[src/hw/rtl/pcl_pkg.sv]
// ----------------------------------------------------------------------------
// pcl_pkg: shared types and constants of the positional character list
// Transaction payload types, operation and status codes, default capacity.
// ----------------------------------------------------------------------------
package pcl_pkg;

    localparam int PCL_CAPACITY = 32;
    localparam int POS_W        = 6;
    localparam int CHAR_W       = 8;

    typedef enum logic [1:0] {
        KIND_INSERT = 2'd0,
        KIND_DELETE = 2'd1,
        KIND_GET    = 2'd2,
        KIND_PRINT  = 2'd3
    } kind_t;

    typedef enum logic [1:0] {
        STATUS_OK     = 2'd0,
        STATUS_BADPOS = 2'd1,
        STATUS_FULL   = 2'd2,
        STATUS_EMPTY  = 2'd3
    } status_t;

    typedef struct packed {
        kind_t             kind;
        logic [POS_W-1:0]  position;
        logic [CHAR_W-1:0] value;
    } req_t;

    typedef struct packed {
        status_t           status;
        logic [CHAR_W-1:0] value_out;
        logic              last;
    } rsp_t;

endpackage

[src/hw/rtl/pcl_ram.sv]
// ----------------------------------------------------------------------------
// pcl_ram: generic single-write, single-read RAM
// One write port, one read port with registered read data held between reads.
// ----------------------------------------------------------------------------
module pcl_ram #(
    parameter int WIDTH = 8,
    parameter int DEPTH = 32
) (
    input  logic                     clk,
    input  logic                     we,
    input  logic [$clog2(DEPTH)-1:0] waddr,
    input  logic [WIDTH-1:0]         wdata,
    input  logic                     re,
    input  logic [$clog2(DEPTH)-1:0] raddr,
    output logic [WIDTH-1:0]         rdata
);

    logic [WIDTH-1:0] mem [DEPTH];
    logic [WIDTH-1:0] rdata_reg;

    always_ff @(posedge clk)
    begin
        if (we)
        begin
            mem[waddr] <= wdata;
        end
        if (re)
        begin
            rdata_reg <= mem[raddr];
        end
    end

    assign rdata = rdata_reg;

endmodule

[src/hw/rtl/pcl_seq.sv]
// ----------------------------------------------------------------------------
// pcl_seq: operation sequencer of the positional character list
// Checks each request, then walks the element store one cell at a time to
// shift, fetch or stream elements through the single RAM port pair.
// ----------------------------------------------------------------------------
module pcl_seq #(
    parameter int CAPACITY = pcl_pkg::PCL_CAPACITY
) (
    input  logic                        clk,
    input  logic                        rst_n,
    input  logic                        req_valid,
    output logic                        req_ready,
    input  pcl_pkg::req_t               req,
    output logic                        res_valid,
    input  logic                        res_ready,
    output pcl_pkg::rsp_t               res,
    output logic                        ram_we,
    output logic [$clog2(CAPACITY)-1:0] ram_waddr,
    output logic [pcl_pkg::CHAR_W-1:0]  ram_wdata,
    output logic                        ram_re,
    output logic [$clog2(CAPACITY)-1:0] ram_raddr,
    input  logic [pcl_pkg::CHAR_W-1:0]  ram_rdata
);

    import pcl_pkg::*;

    localparam int AW = $clog2(CAPACITY);
    localparam int CW = $clog2(CAPACITY + 1);
    localparam int EW = ((CW > POS_W) ? CW : POS_W) + 1;

    typedef enum logic [3:0] {
        S_IDLE,
        S_SHIFT_RD,
        S_SHIFT_WR,
        S_FETCH,
        S_FETCH_DATA,
        S_DEL_RD,
        S_DEL_WR,
        S_PRINT_RD,
        S_PRINT_EMIT,
        S_EMIT
    } state_t;

    state_t            state_reg, state_next;
    kind_t             kind_reg, kind_next;
    logic [CHAR_W-1:0] val_reg, val_next;
    logic [AW-1:0]     tgt_reg, tgt_next;
    logic [CW-1:0]     idx_reg, idx_next;
    logic [CW-1:0]     count_reg, count_next;
    rsp_t              res_reg, res_next;

    logic [EW-1:0]     pos_e, cnt_e;
    logic [CW-1:0]     idx_m1, idx_p1;
    logic              print_last;

    assign pos_e      = EW'(req.position);
    assign cnt_e      = EW'(count_reg);
    assign idx_m1     = idx_reg - CW'(1);
    assign idx_p1     = idx_reg + CW'(1);
    assign print_last = (idx_p1 == count_reg);

    always_comb
    begin
        state_next = state_reg;
        kind_next  = kind_reg;
        val_next   = val_reg;
        tgt_next   = tgt_reg;
        idx_next   = idx_reg;
        count_next = count_reg;
        res_next   = res_reg;
        req_ready  = 1'b0;
        res_valid  = 1'b0;
        res        = res_reg;
        ram_we     = 1'b0;
        ram_waddr  = idx_reg[AW-1:0];
        ram_wdata  = ram_rdata;
        ram_re     = 1'b0;
        ram_raddr  = idx_reg[AW-1:0];

        unique case (state_reg)
            S_IDLE:
            begin
                req_ready = 1'b1;
                if (req_valid)
                begin
                    kind_next = req.kind;
                    val_next  = req.value;
                    tgt_next  = AW'(req.position - POS_W'(1));
                    res_next  = '{status: STATUS_OK, value_out: '0, last: 1'b1};
                    unique case (req.kind) inside
                        KIND_INSERT:
                        begin
                            if (req.position == '0 || pos_e > cnt_e + EW'(1))
                            begin
                                res_next.status = STATUS_BADPOS;
                                state_next      = S_EMIT;
                            end
                            else if (count_reg == CW'(CAPACITY))
                            begin
                                res_next.status = STATUS_FULL;
                                state_next      = S_EMIT;
                            end
                            else
                            begin
                                idx_next   = count_reg;
                                state_next = S_SHIFT_RD;
                            end
                        end
                        KIND_DELETE, KIND_GET:
                        begin
                            if (req.position == '0 || pos_e > cnt_e)
                            begin
                                res_next.status = STATUS_BADPOS;
                                state_next      = S_EMIT;
                            end
                            else
                            begin
                                state_next = S_FETCH;
                            end
                        end
                        KIND_PRINT:
                        begin
                            if (count_reg == '0)
                            begin
                                res_next.status = STATUS_EMPTY;
                                state_next      = S_EMIT;
                            end
                            else
                            begin
                                idx_next   = '0;
                                state_next = S_PRINT_RD;
                            end
                        end
                        default:
                        begin
                            state_next = S_IDLE;
                        end
                    endcase
                end
            end

            // Move cells up one at a time, top first; drop the new byte in
            // once the walk reaches its slot.
            S_SHIFT_RD:
            begin
                if (idx_reg == CW'(tgt_reg))
                begin
                    ram_we     = 1'b1;
                    ram_wdata  = val_reg;
                    count_next = count_reg + CW'(1);
                    state_next = S_EMIT;
                end
                else
                begin
                    ram_re     = 1'b1;
                    ram_raddr  = idx_m1[AW-1:0];
                    state_next = S_SHIFT_WR;
                end
            end

            S_SHIFT_WR:
            begin
                ram_we     = 1'b1;
                idx_next   = idx_m1;
                state_next = S_SHIFT_RD;
            end

            S_FETCH:
            begin
                ram_re     = 1'b1;
                ram_raddr  = tgt_reg;
                state_next = S_FETCH_DATA;
            end

            S_FETCH_DATA:
            begin
                res_next.value_out = ram_rdata;
                if (kind_reg == KIND_GET)
                begin
                    state_next = S_EMIT;
                end
                else
                begin
                    idx_next   = CW'(tgt_reg);
                    state_next = S_DEL_RD;
                end
            end

            // Close the gap: pull each later cell down by one.
            S_DEL_RD:
            begin
                if (idx_p1 < count_reg)
                begin
                    ram_re     = 1'b1;
                    ram_raddr  = idx_p1[AW-1:0];
                    state_next = S_DEL_WR;
                end
                else
                begin
                    count_next = count_reg - CW'(1);
                    state_next = S_EMIT;
                end
            end

            S_DEL_WR:
            begin
                ram_we     = 1'b1;
                idx_next   = idx_p1;
                state_next = S_DEL_RD;
            end

            S_PRINT_RD:
            begin
                ram_re     = 1'b1;
                state_next = S_PRINT_EMIT;
            end

            S_PRINT_EMIT:
            begin
                res_valid = 1'b1;
                res       = '{status: STATUS_OK, value_out: ram_rdata, last: print_last};
                if (res_ready)
                begin
                    if (print_last)
                    begin
                        state_next = S_IDLE;
                    end
                    else
                    begin
                        idx_next   = idx_p1;
                        state_next = S_PRINT_RD;
                    end
                end
            end

            S_EMIT:
            begin
                res_valid = 1'b1;
                if (res_ready)
                begin
                    state_next = S_IDLE;
                end
            end

            default:
            begin
                state_next = S_IDLE;
            end
        endcase
    end

    always_ff @(posedge clk or negedge rst_n)
    begin
        if (!rst_n)
        begin
            state_reg <= S_IDLE;
            count_reg <= '0;
        end
        else
        begin
            state_reg <= state_next;
            count_reg <= count_next;
            kind_reg  <= kind_next;
            val_reg   <= val_next;
            tgt_reg   <= tgt_next;
            idx_reg   <= idx_next;
            res_reg   <= res_next;
        end
    end

`ifndef SYNTHESIS
    a_count_bound: assert property (@(posedge clk) disable iff (!rst_n)
        count_reg <= CW'(CAPACITY))
        else $error("element count above capacity");

    a_busy_after_accept: assert property (@(posedge clk) disable iff (!rst_n)
        req_valid && req_ready |=> !req_ready)
        else $error("request taken while previous one still in work");

    a_count_step: assert property (@(posedge clk) disable iff (!rst_n)
        count_reg != $past(count_reg) |->
            (count_reg == $past(count_reg) + CW'(1) ||
             count_reg == $past(count_reg) - CW'(1)))
        else $error("element count moved by more than one");

    a_no_write_on_result: assert property (@(posedge clk) disable iff (!rst_n)
        !(ram_we && res_valid))
        else $error("store written while a result is offered");
`endif

endmodule

[src/hw/rtl/positional_char_list_unit.sv]
// ----------------------------------------------------------------------------
// positional_char_list_unit: bounded ordered list of byte characters
// Insert, delete, get and print-all on a 1-based positional list.
// ----------------------------------------------------------------------------
// The unit holds up to CAPACITY bytes in order in a RAM and serves one request
// transaction at a time. Insert puts a byte at a 1-based position (valid from 1
// to count+1), delete removes and returns the byte at a position, get returns
// it, and print streams every byte in order with last set on the final one.
// A bad position gives the invalid-position status, insert into a full list
// the list-full status, and print of an empty list a single list-empty
// result; value_out is 0 on any result that is not a successful delete, get
// or print. Every operation walks the store through the one RAM read and one
// RAM write port under a small sequencer, so its cost follows the number of
// cells touched: insert moves every cell from the insert position up, delete
// every cell after the deleted one down, and print reads every cell. req_ready
// is low while a request is in work. A result register on the response side
// lets the sequencer finish or start the next request while the last result
// waits for rsp_ready. No clearing pass follows reset: cells are read only
// after they have been written.
// ----------------------------------------------------------------------------
module positional_char_list_unit #(
    parameter int CAPACITY = pcl_pkg::PCL_CAPACITY
) (
    input  logic          clk,
    input  logic          rst_n,
    input  logic          req_valid,
    output logic          req_ready,
    input  pcl_pkg::req_t req,
    output logic          rsp_valid,
    input  logic          rsp_ready,
    output pcl_pkg::rsp_t rsp
);

    import pcl_pkg::*;

    localparam int AW = $clog2(CAPACITY);

    logic              res_valid;
    logic              res_ready;
    rsp_t              res;
    logic              ram_we;
    logic [AW-1:0]     ram_waddr;
    logic [CHAR_W-1:0] ram_wdata;
    logic              ram_re;
    logic [AW-1:0]     ram_raddr;
    logic [CHAR_W-1:0] ram_rdata;

    logic              out_valid_reg, out_valid_next;
    rsp_t              out_reg, out_next;

    // Element store: cells 0 .. count-1 hold the list in order.
    pcl_ram #(
        .WIDTH (CHAR_W),
        .DEPTH (CAPACITY)
    ) u_store (
        .clk   (clk),
        .we    (ram_we),
        .waddr (ram_waddr),
        .wdata (ram_wdata),
        .re    (ram_re),
        .raddr (ram_raddr),
        .rdata (ram_rdata)
    );

    pcl_seq #(
        .CAPACITY (CAPACITY)
    ) u_seq (
        .clk       (clk),
        .rst_n     (rst_n),
        .req_valid (req_valid),
        .req_ready (req_ready),
        .req       (req),
        .res_valid (res_valid),
        .res_ready (res_ready),
        .res       (res),
        .ram_we    (ram_we),
        .ram_waddr (ram_waddr),
        .ram_wdata (ram_wdata),
        .ram_re    (ram_re),
        .ram_raddr (ram_raddr),
        .ram_rdata (ram_rdata)
    );

    // Output register: take a new result whenever the slot is empty or its
    // transaction completes in this cycle; otherwise hold.
    assign res_ready = !out_valid_reg || rsp_ready;

    always_comb
    begin
        out_valid_next = out_valid_reg;
        out_next       = out_reg;
        if (res_valid && res_ready)
        begin
            out_valid_next = 1'b1;
            out_next       = res;
        end
        else if (rsp_ready)
        begin
            out_valid_next = 1'b0;
        end
    end

    always_ff @(posedge clk or negedge rst_n)
    begin
        if (!rst_n)
        begin
            out_valid_reg <= 1'b0;
        end
        else
        begin
            out_valid_reg <= out_valid_next;
            out_reg       <= out_next;
        end
    end

    assign rsp_valid = out_valid_reg;
    assign rsp       = out_reg;

endmodule

[config.mk]
export PLATFORM = sky130hd
export DESIGN_NAME = positional_char_list_unit
export DESIGN_NICKNAME = d
export VERILOG_FILES = /design/src/hw/rtl/pcl_pkg.sv /design/src/hw/rtl/pcl_ram.sv /design/src/hw/rtl/pcl_seq.sv /design/src/hw/rtl/positional_char_list_unit.sv
export SDC_FILE = /design/constraint.sdc
export NUM_CORES = 1
export LEC_CHECK = 0
export ABC_AREA = 1
export CAP_MARGIN = 15
export CORE_ASPECT_RATIO = 1.4
export CORE_MARGIN = 8
export CORE_UTILIZATION = 45
export CTS_CLUSTER_DIAMETER = 30
export DETAILED_ROUTE_END_ITERATION = 8
export DONT_BUFFER_PORTS = 1
export PLACE_DENSITY = 0.59
export SYNTH_ARGS = -nofsm -noshare
export SYNTH_HDL_FRONTEND = slang
export SYNTH_SLANG_ARGS = --single-unit
[constraint.sdc]
create_clock -name clk -period 3.65 [get_ports clk]
set_input_delay 0.5475 -clock clk [delete_from_list [all_inputs] [get_ports clk]]
set_output_delay 0.5475 -clock clk [all_outputs]
set_load 0.01 [all_outputs]
==> summary.txt <==
Final layout
  – Share of post-route cells with drive strength above 1: 0.135
  – Layout area overhead: 18.2%
  – N_diodes: 0
  – Fin area: around 19000 um2
  – Flip-flop count of the largest register after layout: 256
  – Final nets: around 1700

Logic synthesis
  – Most common cell in the netlist: inv_1
  – Synth Register Bits: ~320
  – Top cell type's share of synthesized area: 0.581
  – Mapped Cells: 1615
  – Average size of a mapped cell: slightly below 10 um2
  – Cell taking the most area after synthesis: edfxtp_1
  – Area contributors post-synth: edfxtp_1 (58%), nand3_1 (7.8%), inv_1 (7.7%), nand2_1 (6.3%), nand4_1 (5.1%)
  – Ys async rst share: 0.0347
  – Post-synth top cells: inv_1 (323), edfxtp_1 (306), nand2_1 (264)
  – Yosys warns: 0
  – Post-synth EDFFs: about 300
  – Top FF cell, synth: edfxtp_1
  – Mapped Area: between 15000 and 20000 um2
  – Syn Nets: around 1700
  – Netlist cell types: 47
  – Sequential cell area fraction in the yosys report: 0.598

Clock network
  – Clock Latency Late Sink: approximately 0.57 ns
  – Clk buf depth: 3
  – Clock Sinks: about 320
  – CTS clock-pin slew for the worst setup and hold paths: 0.06 ns
  – Root Buffer: clkbuf_16
  – TritonCTS Buffers: 46
  – H-tree Lvls: 2
  – CTS tree: built

STA
  – Max-slew headroom: 0.236
  – Final Hold Fails: 0
  – Measured slew at the worst slew-check pin: between 1 and 1.5 ns
  – Fmax: 290 MHz
  – Clk_skew: between 0.015 and 0.02 ns
  – Min cycle time layout: between 3 and 4 ns
  – RSZ-0062 raised after global routing: no
  – Tcrit/Tclk final: 0.943
  – Final Setup Violations: 0
  – Pins Over Slew Limit: 0

Die
  – Die height: 238 um
  – Die area: ~42000 um2
  – Core area: roughly 35000 um2
  – Initial Utilization: 0.455
  – Die Width: 174 um
  – I/O Pins: 33
  – Cell row count: between 80 and 90

Setup path
  – Worst setup EP type: register
  – Reg2reg end: u_store.rdata[4]
  – Worst R2R Setup Slack: 0.21 ns
  – Crit Path Class: register to register
  – Worst R2R Path Depth: 23
  – Reg2reg start: u_seq.idx_reg[1]
  – CP startpoint kind: register
  – Worst EP required: about 4 ns
  – WP data arrival: around 3.8 ns
  – CP Max Fanout: 32

Placed design
  – Post-DP HPWL: between 20000 and 30000 um
  – IO buf count: 0
  – DP Area: around 17000 um2
  – Gp weighted congestion: 0.897

Hold path
  – Worst hold path endpoint: u_seq.kind_reg[1]
  – Hold Path Cell Cnt: 0
  – Hold path start: req[15]
  – Hold WC Path Type: input port to register

Detailed routing
  – TritonRoute pass-1 iters: 5
  – Wirelength, routed: about 44000 um
  – Post-route ant nets: 0
  – Initial drt markers: ~1100
  – # DRC: 0
  – WL/cell: just over 20 um
  – Avg Vias per Cell: 5.42
  – Routed vias: approximately 12000

Power and ir drop
  – LEAKAGE: ~0.0081 uW
  – Worst vdd rail ir drop: 0.557 mV
  – Overall power: ~18000 uW
  – Power per cell area: between 900 and 1000 nW/um2

Global route
  – Initial antenna violation count: 0
  – Grt total ovfl: 0
  – Pin count of the biggest net entering global routing: 65
  – First-pass GRT wire length: 67400 um
  – GRT Total Usage: 0.209
  – Number of global-route vias before repair: 12000

Flow run
  – Max-Cap Viols: 0

Outcome
  – Outcome: finished clean
-- logic make-up (layout without fill, tap and decap cells) --
family / Yosys count / count (layout) / share of synthesized area
xor gates and xnor gates: 17 / 17 / 0.00941
adders and majority gates: 35 / 35 / 0.0281
and+or+nand+nor: 757 / 757 / 0.230
buffers and inverters: 421 / 517 / 0.108
muxes: 1 / 1 / 0.000632
AOI/OAI and AO/OA: 67 / 67 / 0.0259
DFF: 317 / 317 / 0.598
-- worst max-delay path, cell delays in order (launching register included) --
cell and delay (ns):
edfxtp_1 0.35, buf_4 0.18, nand3_2 0.12, nor2_2 0.17, xor2_2 0.10, ha_1 0.34
nand2_1 0.06, nor2_1 0.15, nand2_1 0.10, nand3_1 0.10, nand2_2 0.09, nand3_4 0.17
nand2_8 0.10, nand3_4 0.12, buf_4 0.17, buf_12 0.11, clkbuf_16 0.21, nand2_1 0.07
nand3_1 0.07, nand3_1 0.10, nand3_1 0.11, nand2_1 0.07, nand2_1 0.07, nand2_1 0.05
-- layout by cell type (no fill, tap or decap), types with 7 or more instances in the layout --
cell and n:
inv_1 323, edfxtp_1 306, nand2_1 259, nand3_1 247, nand4_1 129, nor2_1 79
buf_4 70, clkbuf_16 51, ha_1 34, o21ai_0 22, buf_12 13, a21oi_1 12
xor2_1 11, dfrtp_1 11, nand2_2 10, nor3_1 9, o21ai_2 9, inv_2 7
inv_6 7, bufinv_16 7
-- metal layers --
| layer | global-route usage | vias up | routed length, um |
|---|---|---|---|
| met1 | 0.240 | 5611 | 17100 |
| met4 | 0.124 | 0 | 2520 |
| met3 | 0.0354 | 144 | 2650 |
| met5 | 0 | - | 0 |
| li1 | - | 5581 | - |
| met2 | 0.361 | 409 | 22000 |
-- worst max-delay path by stage --
stage / from / to / cells past startpoint
3_5_place_dp: u_seq.idx_reg[2] / u_store.rdata[4] / 18
3_3_place_gp: u_seq.idx_reg[2] / u_store.rdata[4] / 17
4_1_cts: u_seq.idx_reg[2] / u_store.rdata[5] / 18
2_1_floorplan: u_seq.idx_reg[1] / u_store.rdata[5] / 20
6_report: u_seq.idx_reg[1] / u_store.rdata[4] / 23
5_1_grt: u_seq.idx_reg[1] / u_store.rdata[6] / 19
-- cell type report --
class                   count  area, um2
fillers                  3035      16000
flip-flops and latches    317       9460
inverters                 336       1270
clock buffers              50       1180
multi-input cells         877       4770
well taps                 456        571
clock inverters            36        443
repair buffers             95       1020
-- what timing repair did --
item | 4_1_cts | 5_1_grt
pin swaps | 0 | 2
setup buffers | 0 | 9
gates resized for setup | 2 | 14
cloned | 0 | 5
hold endpoints to repair | 11 | 0
hold buffers | 1 | 0
setup endpoints to repair | 1 | 8
-- report_power, final --
group / switching, uW / internal (uW)
Sequential: 194 / 4820
Combinational: 5730 / 2850
Clock: 1730 / 2880
Total: 7650 / 10600
-- through the flow --
step | setup slack (ns) | TNS, ns | utilization | hold slack, ns | cells
global placement | 0.00322 | 0 | 0.482 | 0.253 | 2065
CTS | 0.0315 | 0 | 0.529 | 0.0649 | 2152
floorplan | 0.550 | 0 | - | 0.252 | 1615
detailed placement | -0.0240 | -0.0240 | 0.482 | 0.253 | 2065
global route | 0.00411 | 0 | 0.538 | 0.0657 | 2167
finish | 0.208 | 0 | 0.538 | 0.0863 | 2167
Note: power is estimated with default switching activity, not from simulation.
